`src/tgad_pkg.sv`:
```
// Shared types, constants and helpers for the TGA run-length pixel decoder.
package tgad_pkg;

  localparam int DIM_W   = 11;
  localparam int ADDR_W  = 20;
  localparam int CNT_W   = 8;
  localparam int PIX_W   = 24;
  localparam int CIDX_W  = 2;

  localparam logic [DIM_W-1:0] MAX_WIDTH  = 11'd1024;
  localparam logic [DIM_W-1:0] MAX_HEIGHT = 11'd1024;

  localparam logic [DIM_W-1:0] WIDTH_RST  = 11'd640;
  localparam logic [DIM_W-1:0] HEIGHT_RST = 11'd480;
  // (480 - 1) * 640: start of the bottom row at reset
  localparam logic [ADDR_W-1:0] ROW_BASE_RST = 20'd306560;

  // Configuration register indexes
  localparam logic [CIDX_W-1:0] CFG_IMAGE_WIDTH  = 2'd0;
  localparam logic [CIDX_W-1:0] CFG_IMAGE_HEIGHT = 2'd1;

  // One input beat as it moves from the input register to the decoder
  typedef struct packed {
    logic [7:0] stream_byte;
    logic       frame_start;
  } tgad_beat_t;

  // Zero is treated as one, anything past the limit as the limit
  function automatic logic [DIM_W-1:0] clamp_dim(logic [DIM_W-1:0] v,
                                                 logic [DIM_W-1:0] lim);
    logic [DIM_W-1:0] r;
    if (v == '0) r = 11'd1;
    else if (v > lim) r = lim;
    else r = v;
    return r;
  endfunction

endpackage

```
`src/tgad_in_reg.sv`:
```
// Input register stage: captures one stream beat and holds it until the decoder takes it.
module tgad_in_reg (
  input  logic                 clk,
  input  logic                 rst_n,
  input  logic                 in_valid,
  output logic                 in_stall,
  input  logic [7:0]           in_stream_byte,
  input  logic                 in_frame_start,
  output logic                 beat_valid,
  output tgad_pkg::tgad_beat_t beat,
  input  logic                 beat_take
);

  logic                 valid_r;
  tgad_pkg::tgad_beat_t beat_r;

  // Hold off the sender only while a beat sits here and cannot move on
  assign in_stall   = valid_r && !beat_take;
  assign beat_valid = valid_r;
  assign beat       = beat_r;

  // Valid flag
  always_ff @(posedge clk) begin
    if (!rst_n) begin
      valid_r <= 1'b0;
    end else if (in_valid && !in_stall) begin
      valid_r <= 1'b1;
    end else if (beat_take) begin
      valid_r <= 1'b0;
    end
  end

  // Payload, no reset
  always_ff @(posedge clk) begin
    if (in_valid && !in_stall) begin
      beat_r.stream_byte <= in_stream_byte;
      beat_r.frame_start <= in_frame_start;
    end
  end

endmodule

```
`src/tgad_core.sv`:
```
// Packet decoder: configuration registers, packet/pixel/row state and the span result register.
module tgad_core (
  input  logic                               clk,
  input  logic                               rst_n,
  // configuration
  input  logic                               cfg_wr,
  input  logic [tgad_pkg::CIDX_W-1:0]        cfg_index,
  input  logic [tgad_pkg::DIM_W-1:0]         cfg_data,
  // beat from the input register
  input  logic                               beat_valid,
  input  tgad_pkg::tgad_beat_t               beat,
  output logic                               beat_take,
  // span result
  output logic                               out_valid,
  input  logic                               out_stall,
  output logic [tgad_pkg::ADDR_W-1:0]        out_span_address,
  output logic [tgad_pkg::CNT_W-1:0]         out_span_count,
  output logic [tgad_pkg::PIX_W-1:0]         out_pixel_value,
  output logic                               out_span_clipped,
  output logic                               out_image_done
);

  localparam int DW = tgad_pkg::DIM_W;
  localparam int AW = tgad_pkg::ADDR_W;

  // Configuration and derived start address
  logic [DW-1:0] width_r, height_r;
  logic [DW-1:0] w_c, h_c;
  logic [DW-1:0] width_src, height_src;
  logic [DW-1:0] w_src_c, h_src_c;
  logic [AW-1:0] base_src;
  logic [AW-1:0] init_base_r;
  logic          cfg_hit;

  // Decode state
  logic          expect_header_r, expect_header_nxt;
  logic          packet_is_run_r, packet_is_run_nxt;
  logic [7:0]    pixels_left_r,   pixels_left_nxt;
  logic [1:0]    byte_in_pixel_r, byte_in_pixel_nxt;
  logic [15:0]   partial_pixel_r, partial_pixel_nxt;
  logic [DW-1:0] column_r,        column_nxt;
  logic [AW-1:0] row_base_r,      row_base_nxt;
  logic [DW-1:0] rows_left_r,     rows_left_nxt;

  // Per-beat working values
  logic          emit, clipped, done, end_pkt;
  logic [DW-1:0] avail, n;
  logic [23:0]   value;
  logic [AW-1:0] addr;

  // Result register
  logic          out_valid_r;
  logic [AW-1:0] out_addr_r;
  logic [7:0]    out_cnt_r;
  logic [23:0]   out_pix_r;
  logic          out_clip_r, out_done_r;

  assign w_c     = tgad_pkg::clamp_dim(width_r,  tgad_pkg::MAX_WIDTH);
  assign h_c     = tgad_pkg::clamp_dim(height_r, tgad_pkg::MAX_HEIGHT);
  assign cfg_hit = cfg_wr && (cfg_index == tgad_pkg::CFG_IMAGE_WIDTH ||
                              cfg_index == tgad_pkg::CFG_IMAGE_HEIGHT);

  // Geometry as it stands after this cycle's write, and its bottom-row start
  assign width_src  = (cfg_wr && cfg_index == tgad_pkg::CFG_IMAGE_WIDTH) ? cfg_data : width_r;
  assign height_src = (cfg_wr && cfg_index == tgad_pkg::CFG_IMAGE_HEIGHT) ? cfg_data : height_r;
  assign w_src_c    = tgad_pkg::clamp_dim(width_src,  tgad_pkg::MAX_WIDTH);
  assign h_src_c    = tgad_pkg::clamp_dim(height_src, tgad_pkg::MAX_HEIGHT);
  assign base_src   = {{(AW-DW){1'b0}}, h_src_c - 11'd1} * {{(AW-DW){1'b0}}, w_src_c};

  // Beat moves on whenever the result register is free or draining
  assign beat_take = beat_valid && (!out_valid_r || !out_stall);

  // Configuration registers and bottom-row start address
  always_ff @(posedge clk) begin
    if (!rst_n) begin
      width_r     <= tgad_pkg::WIDTH_RST;
      height_r    <= tgad_pkg::HEIGHT_RST;
      init_base_r <= tgad_pkg::ROW_BASE_RST;
    end else begin
      width_r     <= width_src;
      height_r    <= height_src;
      init_base_r <= base_src;
    end
  end

  // Decode of one beat
  always_comb begin
    expect_header_nxt = expect_header_r;
    packet_is_run_nxt = packet_is_run_r;
    pixels_left_nxt   = pixels_left_r;
    byte_in_pixel_nxt = byte_in_pixel_r;
    partial_pixel_nxt = partial_pixel_r;
    column_nxt        = column_r;
    row_base_nxt      = row_base_r;
    rows_left_nxt     = rows_left_r;
    emit    = 1'b0;
    clipped = 1'b0;
    done    = 1'b0;
    end_pkt = 1'b0;
    avail   = '0;
    n       = '0;
    value   = {beat.stream_byte, partial_pixel_r};
    addr    = '0;

    // frame restart
    if (beat.frame_start) begin
      expect_header_nxt = 1'b1;
      packet_is_run_nxt = 1'b0;
      pixels_left_nxt   = '0;
      byte_in_pixel_nxt = '0;
      partial_pixel_nxt = '0;
      column_nxt        = '0;
      row_base_nxt      = init_base_r;
      rows_left_nxt     = h_c;
    end

    if (rows_left_nxt == '0) begin
      // image complete: drop the beat
    end else if (expect_header_nxt) begin
      packet_is_run_nxt = beat.stream_byte[7];
      pixels_left_nxt   = beat.stream_byte[7] ? {1'b0, beat.stream_byte[6:0]} + 8'd1
                                              : beat.stream_byte + 8'd1;
      byte_in_pixel_nxt = '0;
      partial_pixel_nxt = '0;
      expect_header_nxt = 1'b0;
    end else if (byte_in_pixel_nxt != 2'd2) begin
      if (byte_in_pixel_nxt == 2'd0) partial_pixel_nxt[7:0]  = beat.stream_byte;
      else                           partial_pixel_nxt[15:8] = beat.stream_byte;
      byte_in_pixel_nxt = byte_in_pixel_nxt + 2'd1;
    end else begin
      value             = {beat.stream_byte, partial_pixel_nxt};
      byte_in_pixel_nxt = '0;
      partial_pixel_nxt = '0;
      if (pixels_left_nxt == '0) begin
        end_pkt = 1'b1;
      end else begin
        avail = (column_nxt < w_c) ? w_c - column_nxt : '0;
        if (packet_is_run_nxt) begin
          n       = ({3'd0, pixels_left_nxt} < avail) ? {3'd0, pixels_left_nxt} : avail;
          clipped = {3'd0, pixels_left_nxt} > avail;
          pixels_left_nxt = '0;
        end else begin
          n       = (avail != '0) ? 11'd1 : 11'd0;
          pixels_left_nxt = pixels_left_nxt - 8'd1;
          clipped = (avail == 11'd1) && (pixels_left_nxt != '0);
        end
        if (n != '0) begin
          emit       = 1'b1;
          addr       = row_base_nxt + AW'(column_nxt);
          column_nxt = column_nxt + n;
          done       = (column_nxt >= w_c) && (rows_left_nxt == 11'd1);
        end
        end_pkt = (pixels_left_nxt == '0);
      end
    end

    // packet end, stepping up one row when this one is full
    if (end_pkt) begin
      expect_header_nxt = 1'b1;
      pixels_left_nxt   = '0;
      if (column_nxt >= w_c) begin
        column_nxt = '0;
        if (rows_left_nxt != '0) rows_left_nxt = rows_left_nxt - 11'd1;
        if (rows_left_nxt != '0) row_base_nxt = row_base_nxt - AW'(w_c);
      end
    end
  end

  // Decode state registers
  always_ff @(posedge clk) begin
    if (!rst_n) begin
      expect_header_r <= 1'b1;
      packet_is_run_r <= 1'b0;
      pixels_left_r   <= '0;
      byte_in_pixel_r <= '0;
      partial_pixel_r <= '0;
      column_r        <= '0;
      row_base_r      <= tgad_pkg::ROW_BASE_RST;
      rows_left_r     <= tgad_pkg::HEIGHT_RST;
    end else if (cfg_hit) begin
      expect_header_r <= 1'b1;
      packet_is_run_r <= 1'b0;
      pixels_left_r   <= '0;
      byte_in_pixel_r <= '0;
      partial_pixel_r <= '0;
      column_r        <= '0;
      row_base_r      <= base_src;
      rows_left_r     <= h_src_c;
    end else if (beat_take) begin
      expect_header_r <= expect_header_nxt;
      packet_is_run_r <= packet_is_run_nxt;
      pixels_left_r   <= pixels_left_nxt;
      byte_in_pixel_r <= byte_in_pixel_nxt;
      partial_pixel_r <= partial_pixel_nxt;
      column_r        <= column_nxt;
      row_base_r      <= row_base_nxt;
      rows_left_r     <= rows_left_nxt;
    end
  end

  // Result valid
  always_ff @(posedge clk) begin
    if (!rst_n) begin
      out_valid_r <= 1'b0;
    end else if (beat_take) begin
      out_valid_r <= emit;
    end else if (!out_stall) begin
      out_valid_r <= 1'b0;
    end
  end

  // Result payload
  always_ff @(posedge clk) begin
    if (beat_take && emit) begin
      out_addr_r <= addr;
      out_cnt_r  <= n[7:0];
      out_pix_r  <= value;
      out_clip_r <= clipped;
      out_done_r <= done;
    end
  end

  assign out_valid        = out_valid_r;
  assign out_span_address = out_addr_r;
  assign out_span_count   = out_cnt_r;
  assign out_pixel_value  = out_pix_r;
  assign out_span_clipped = out_clip_r;
  assign out_image_done   = out_done_r;

  // Column never runs past the row end
  a_col_in_row: assert property (@(posedge clk) disable iff (!rst_n)
    column_r <= w_c)
    else $error("column past row end");

  // A span that is shown always writes at least one pixel
  a_cnt_nonzero: assert property (@(posedge clk) disable iff (!rst_n)
    out_valid_r |-> out_cnt_r != '0)
    else $error("empty span emitted");

  // Waiting for a header means no pixels are owed from the last packet
  a_hdr_clean: assert property (@(posedge clk) disable iff (!rst_n)
    expect_header_r |-> pixels_left_r == '0 && byte_in_pixel_r == '0)
    else $error("header expected with packet still open");

  // A decoded span reaches the result register on the next cycle
  a_emit_out: assert property (@(posedge clk) disable iff (!rst_n)
    beat_take && emit && !cfg_hit |=> out_valid_r)
    else $error("span lost");

endmodule

```
`src/tga_rle_pixel_decoder.sv`:
```
// Top level of the 24-bit TGA run-length pixel decoder.
// Takes one image-data byte per beat and emits span writes (address, count, pixel value,
// clip and image-done flags). A new byte is taken every cycle while in_stall is low; a
// byte moves from the input register through the packet decoder into the result
// register, which drives its span onto the output. in_stall rises only while the result
// register holds a span that the receiver is stalling. A write of image_width or
// image_height restarts decoding at the first row; the bottom-row start address comes
// from one 11x11 multiplier on the write itself, so bytes may follow at once.
module tga_rle_pixel_decoder (
  input  logic                                clk,
  input  logic                                rst_n,
  // configuration write channel
  input  logic                                cfg_valid,
  output logic                                cfg_ready,
  input  logic [tgad_pkg::CIDX_W-1:0]         cfg_index,
  input  logic [tgad_pkg::DIM_W-1:0]          cfg_data,
  // byte stream
  input  logic                                in_valid,
  output logic                                in_stall,
  input  logic [7:0]                          in_stream_byte,
  input  logic                                in_frame_start,
  // span writes
  output logic                                out_valid,
  input  logic                                out_stall,
  output logic [tgad_pkg::ADDR_W-1:0]         out_span_address,
  output logic [tgad_pkg::CNT_W-1:0]          out_span_count,
  output logic [tgad_pkg::PIX_W-1:0]          out_pixel_value,
  output logic                                out_span_clipped,
  output logic                                out_image_done
);

  logic                 beat_valid, beat_take;
  tgad_pkg::tgad_beat_t beat;

  // Configuration writes are always taken
  assign cfg_ready = 1'b1;

  // Input register
  tgad_in_reg u_in_reg (
    .clk            (clk),
    .rst_n          (rst_n),
    .in_valid       (in_valid),
    .in_stall       (in_stall),
    .in_stream_byte (in_stream_byte),
    .in_frame_start (in_frame_start),
    .beat_valid     (beat_valid),
    .beat           (beat),
    .beat_take      (beat_take)
  );

  // Packet decoder and result register
  tgad_core u_core (
    .clk              (clk),
    .rst_n            (rst_n),
    .cfg_wr           (cfg_valid && cfg_ready),
    .cfg_index        (cfg_index),
    .cfg_data         (cfg_data),
    .beat_valid       (beat_valid),
    .beat             (beat),
    .beat_take        (beat_take),
    .out_valid        (out_valid),
    .out_stall        (out_stall),
    .out_span_address (out_span_address),
    .out_span_count   (out_span_count),
    .out_pixel_value  (out_pixel_value),
    .out_span_clipped (out_span_clipped),
    .out_image_done   (out_image_done)
  );

endmodule
```
`config.mk`:
```
export PLATFORM = sky130hd
export DESIGN_NAME = tga_rle_pixel_decoder
export DESIGN_NICKNAME = d
export VERILOG_FILES = /design/src/tgad_pkg.sv /design/src/tgad_in_reg.sv /design/src/tgad_core.sv /design/src/tga_rle_pixel_decoder.sv
export SDC_FILE = /design/constraint.sdc
export NUM_CORES = 1
export LEC_CHECK = 0
export BUFFER_PORTS_ARGS = -buffer_cell sky130_fd_sc_hd__buf_2
export CAP_MARGIN = 20
export CELL_PAD_IN_SITES_DETAIL_PLACEMENT = 0
export CELL_PAD_IN_SITES_GLOBAL_PLACEMENT = 1
export CORE_MARGIN = 5
export CORE_UTILIZATION = 45
export CTS_CLUSTER_DIAMETER = 60
export DETAILED_ROUTE_END_ITERATION = 6
export GPL_TIMING_DRIVEN = 0
export PLACE_DENSITY_LB_ADDON = 0.25
export SKIP_CTS_REPAIR_TIMING = 1
export SYNTH_ARGS = -nofsm -noshare
export SYNTH_HDL_FRONTEND = slang
export SYNTH_SLANG_ARGS = --single-unit
```
`constraint.sdc`:
```
create_clock -name clk -period 12.8 [get_ports clk]
set_clock_uncertainty 0.2 [all_clocks]
set_input_delay 0.64 -clock clk [delete_from_list [all_inputs] [get_ports clk]]
set_output_delay 0.64 -clock clk [all_outputs]
set_load 0.05 [all_outputs]
```
; ---- After elaboration in Yosys (flattened, before gate mapping)
; Cells that the tools add are included.
[word_totals]
ff_bits = 177
[op_classes]
addsub = 10
multipliers = 1
magnitude_cmp = 9
n_eq_ne = 5
n_mux = 85
n_bitwise = 2
reduce_logical = 34
[ops]
columns = operator, n
row1 = $mux W11, 33
row2 = $mux W20, 6
row3 = $mux W16, 7
row4 = $mux W8, 14
row5 = $logic_not A11 Y1, 5
row6 = $gt A11 B11 Y1 const B, 4
row7 = $reduce_bool A11 Y1, 4
row8 = $eq A11 B1 Y1 const B, 2
row9 = $ge A11 B11 Y1, 2
row10 = $sub A11 B1 Y11 const B, 2
row11 = $mux W1, 21
row12 = $add A20 B11 Y20, 1
row13 = $mul A11 B11 Y20, 1
row14 = $sub A20 B11 Y20, 1
row15 = $logic_not A8 Y1, 2
row16 = $add A11 B11 Y11, 1
row17 = $gt A8 B11 Y1, 1
row18 = $lt A11 B11 Y1, 1
row19 = $lt A8 B11 Y1, 1
row20 = $sub A11 B11 Y11, 1
row21 = $logic_and A1 B1 Y1, 9
row22 = $add A7 B1 Y8 const B, 1
row23 = $add A8 B1 Y8 const B, 1
row24 = $mux W2, 4
row25 = 14 further kinds, 21

; ---- Longest topological paths before layout
[depth]
ltp_word = 27
mapped_depth = 47
depth_no_buf = 40

; ---- Modules after synthesis
; From an unflattened synthesis, not the netlist that was laid out.
[hier_totals]
cells_unflattened = 1808
hier_area_um2 = 15407.3
[by_module_without_submodules]
columns = module, instances, cells_each, area_per_inst_um2
row1 = tgad_core, 1, 1793, 15078.2
row2 = tgad_in_reg, 1, 13, 317.8
row3 = tga_rle_pixel_decoder, 1, 2, 11.3

; ---- Least setup slack after synthesis
; OpenSTA, ideal clock, no wires.
[synth_timing]
path_type = register -> register
startpoint = register u_in_reg.beat_r (netlist bit u_in_reg.beat[0])
endpoint = register u_core.row_base_r[1]
t_arrival_ns = 9.320
t_required_ns = 12.530
setup_slack_ns = 3.210
stages_incl_launch_ff = 46
path_buffers = 9
period_less_slack_ns = 9.590
cell_sequence = edfxtp_1 clkbuf_1 buf_1 clkbuf_1 clkbuf_1 nor2b_1 inv_1 ha_1 nand2b_1 a21oi_1 o221ai_1 a21boi_1 o221a_2 clkbuf_1 nand2_1 ha_1 o21ai_0 a21oi_1 (+10 left out) a2111oi_0 or3_1 nand2b_1 a21oi_1 xnor2_1 and3b_1 or4_4 ha_1 o21ai_0 a21oi_1 o311a_1 buf_4 nand2_1 buf_2 buf_2 mux2i_1 nand2_1 a21oi_1
[synth_via]
elab_chain_len = 21
elab_cells_between_ends = 53
[synth_lines]
columns = item, line_no
row1 = from (decl), tgad_in_reg.sv:15  ; tgad_pkg::tgad_beat_t beat_r;
row2 = $mux W11, tgad_core.sv:106  ; if (beat.frame_start) begin
row3 = $sub A11 B11 Y11 or $lt A11 B11 Y1 (tied branches), tgad_core.sv:137  ; avail = (column_nxt < w_c) ? w_c - column_nxt : '0;
row4 = $mux W11, tgad_core.sv:137
row5 = $lt A8 B11 Y1 or $reduce_bool A11 Y1 (tied branches), "tgad_core.sv:139, tgad_core.sv:143"
row6 = $mux W11 or $mux W1 (tied branches), "tgad_core.sv:139, tgad_core.sv:143"
row7 = $mux W11, tgad_core.sv:138  ; if (packet_is_run_nxt) begin
row8 = $mux W11, tgad_core.sv:134  ; if (pixels_left_nxt == '0) begin
row9 = $mux W11, tgad_core.sv:126  ; end else if (byte_in_pixel_nxt != 2'd2) begin
row10 = (+5 left out), n/a
row11 = $mux W11, tgad_core.sv:126
row12 = $mux W11, tgad_core.sv:119  ; end else if (expect_header_nxt) begin
row13 = $mux W11, tgad_core.sv:117  ; if (rows_left_nxt == '0) begin
row14 = $ge A11 B11 Y1, tgad_core.sv:161  ; if (column_nxt >= w_c) begin
row15 = $mux W20, tgad_core.sv:161
row16 = $mux W20 *, tgad_core.sv:158  ; if (end_pkt) begin
row17 = $mux W20 *, tgad_core.sv:189  ; end else if (beat_take) begin
row18 = $mux W20 *, tgad_core.sv:180  ; end else if (cfg_hit) begin
row19 = to (signal assigned), tgad_core.sv:178  ; row_base_r <= tgad_pkg::ROW_BASE_RST;
row20 = to (signal assigned), tgad_core.sv:187  ; row_base_r <= base_src;
row21 = to (signal assigned), tgad_core.sv:196  ; row_base_r <= row_base_nxt;
row22 = to (decl), tgad_core.sv:42  ; logic [AW-1:0] row_base_r, row_base_nxt;
; Mark *: on every way between the ends. The rest lies on a longest branch, timed or not. The select of a mux whose other input is x is not followed.
; A chain may end at the register's enable or synchronous reset.

; ---- Final worst setup path
[layout_timing]
startpoint = register u_in_reg.beat_r (netlist bit u_in_reg.beat[0])
endpoint = register u_core.row_base_r[0]
; Same word-level chain as after synthesis.

==> impl_metrics.tcl <==
set metrics [dict create \
    syn_inst 1798 \
    grt_start_max_net_pins 26 \
    ir_drop_mv 0.0808 \
    numCtsBuffers 17 \
    hold_ws_ns 0.168 \
    io_buffers 82 \
    post-route-drc-count 0 \
    synth-xor-area-share 0.0471 \
    drv_slew 0 \
    hold_class "in -> reg" \
    period_share 0.943 \
    cts.clk_slew.worst_paths_ns 0.08 \
    maxCapViolCount 0 \
    powerDensity_mw_per_mm2 134 \
    synth-compound-area-share 0.162 \
    synth_area_mm2 0.0153 \
    clock_path_buffers 2 \
    dpl.hpwl_mm 37.5 \
    cp-start-kind "flop" \
    root_buffer "clkbuf_16" \
    pre_cts_ws_ns 0.282 \
    drt-initial-drc-count 872 \
    rsz0062_at_grt "no" \
    cts.sinks 177 \
    dp.cells 2333 \
    antenna_found_initial 1 \
    die_x_um 194 \
    grt_pass1_wl_mm 73.1 \
    core_mm2 0.0335 \
    max_stage_delay_ns 0.59 \
    grt_pass1_vias 13100 \
    period_needed_ns 12.07 \
    fin_setup_tns_ns 0 \
    clock_insertion_delay_worst_skew_ns 0.45 \
    synth_warnings 0 \
    dr.pass1.iters 5 \
    htreeDepth 4 \
    overflow 0 \
    crit_path_end_kind "flop" \
    worstPathMaxFanout 10 \
    fp.dieH_um 194 \
    utilization 0.505 \
    start_util 0.456 \
    async_reset_ff_frac 0 \
    syn2layout_area_growth_pct 10.7 \
    fillers 3319 \
    hold_viol_final 0 \
    drt-total-wl_mm 46.4 \
    cp_data_arrival_time_ns 12.26 \
    cpMostUsedCell "a21oi_1" \
    synth.avg_cell_area_um2 8.50 \
    critical_path_class "reg -> reg" \
    max_freq_mhz 82.8 \
    worst_slack_ns 0.725 \
    synth_top_family_by_area "adder cells" \
    synthMuxAreaShare 0.0392 \
    max_slew_margin 0.282 \
    num_rows 67 \
    finalNonFillerCells 2365 \
    antenna_cells 0 \
    ys_types 88 \
    synth-adder-area-share 0.215 \
    track_usage 0.242 \
    vias 13300 \
    drtAntennaViolNets 0 \
    dieArea_mm2 0.0377 \
    gp_congestion 0.975 \
    ys.flop_type "dfxtp_1" \
    leakagePower_nw 7.29 \
    layout-drive-gt1-share 0.0955 \
    yosys.area_share.simple 0.197 \
    worst_pin_slew_ns 1.05 \
    synth_seq_cells 177 \
    avgRoutedWirePerCell_um 19.6 \
    io_pins 84 \
    critical_path_required_ns 12.98 \
    setup_viol 0 \
    synth_edf_count 63 \
    ys_seq_area_frac 0.273 \
    fin_nets 2143 \
    status "finished clean" \
    cp_slowest_cell "edfxtp_1" \
    vias_per_cell 5.62 \
    cts_tree "done" \
]
## worst max-delay path: cells and delay by family, from the launching register on
family / cells / cell delay [ns]
AO/OA/AOI/OAI: 19 / 4.52
XOR/XNOR: 1 / 0.16
multiplexers: 1 / 0.21
buffers and inverters: 10 / 3.43
AND/OR/NAND/NOR: 10 / 1.80
adder cells (fa/ha/maj): 4 / 1.07
flip-flops: 1 / 0.59
## stage by stage
step | cell area (µm²) | total power [mW]
3_3_place_gp | 16300 | 1.72
2_1_floorplan | 15300 | 1.45
6_report | 16900 | 2.26
5_1_grt | 16900 | 2.42
4_1_cts | 16900 | 2.25
3_5_place_dp | 16300 | 1.74
## state kept, by name, indices dropped and copies added (netlist names), 2 cells and up
register                 cells
u_core.byte_in_pixel_r       2
u_core.column_r             11
u_core.height_r             11
u_core.init_base_r          20
u_core.out_pixel_value      24
u_core.out_span_address     20
u_core.out_span_count        8
u_core.partial_pixel_r      16
u_core.pixels_left_r         8
u_core.row_base_r           20
u_core.rows_left_r          11
u_core.width_r              11
u_in_reg.beat                9
## metal layers
metal,part of all wire,track usage
met4,0.027,0.0771
met5,0.00024,0
met3,0.049,0.0330
met2,0.48,0.414
met1,0.44,0.318
## power by group
part           leakage, nW  switching, mW  total (mW)  internal, mW
Sequential            1.45         0.0220       0.649         0.627
Combinational         5.57          0.658        1.10         0.438
Clock                0.269          0.257       0.515         0.259
## layout by cell type (no fill, tap or decap), types with 46 or more instances in the layout
| master | instances |
|---|---|
| nor3_1 | 46 |
| fa_1 | 83 |
| o21ai_0 | 85 |
| inv_1 | 169 |
| a21oi_1 | 99 |
| dfxtp_1 | 114 |
| xnor2_1 | 49 |
| nand2_1 | 191 |
| buf_2 | 90 |
| clkbuf_1 | 77 |
| ha_1 | 129 |
| edfxtp_1 | 63 |
| nor2_1 | 166 |
## cell families after synthesis
kind of cell | Yosys count
AO/OA/AOI/OAI | 377
XOR/XNOR | 80
adder cells (fa/ha/maj) | 213
buffers and inverters | 263
flip-flops | 177
multiplexers | 58
other | 2
AND/OR/NAND/NOR | 628
## synthesized netlist by cell type, types with 10 or more instances
library cell / n / area share
nand2b_1: 20 / 0.0082
nor3_1: 46 / 0.015
nor2b_1: 46 / 0.019
a32oi_1: 10 / 0.0057
fa_1: 83 / 0.11
xnor2_1: 49 / 0.028
nand2_1: 191 / 0.047
mux2i_1: 43 / 0.028
a22oi_1: 31 / 0.015
ha_1: 129 / 0.11
mux2_2: 15 / 0.011
nor2_1: 168 / 0.041
a21oi_1: 99 / 0.032
dfxtp_1: 114 / 0.15
inv_1: 169 / 0.042
nand3_1: 25 / 0.0082
a21boi_0: 10 / 0.0049
and2_1: 40 / 0.016
nor4_1: 13 / 0.0053
xor2_1: 30 / 0.017
a31oi_1: 10 / 0.0041
nand4_1: 15 / 0.0061
a21o_1: 18 / 0.0088
o21a_1: 18 / 0.0088
and3_1: 13 / 0.0053
or2_2: 17 / 0.0070
edfxtp_1: 63 / 0.12
clkbuf_1: 78 / 0.019
o21ai_0: 85 / 0.028
## final cells by class
type,instances,area (µm²),area share
multi-input cells,1359,10100,0.598
inverters,173,654,0.0387
repair buffers,86,480,0.0284
flip-flops and latches,177,4170,0.247
clock inverters,14,146,0.00865
plain buffers,90,364,0.0215
well taps,448,561,0.0331
clock buffers,18,429,0.0254
## final timing paths
check,cells past startpoint,endpoint,slack (ns),startpoint
worst min register to register,2,u_core.column_r[4],0.26,u_core.column_r[4]
worst max register to register,45,u_core.row_base_r[0],0.73,u_in_reg.beat[0]
worst min-delay path,1,u_in_reg.beat[4],0.17,in_stream_byte[3]
worst max-delay path,45,u_core.row_base_r[0],0.73,u_in_reg.beat[0]
(Power assumes the default switching activity.)
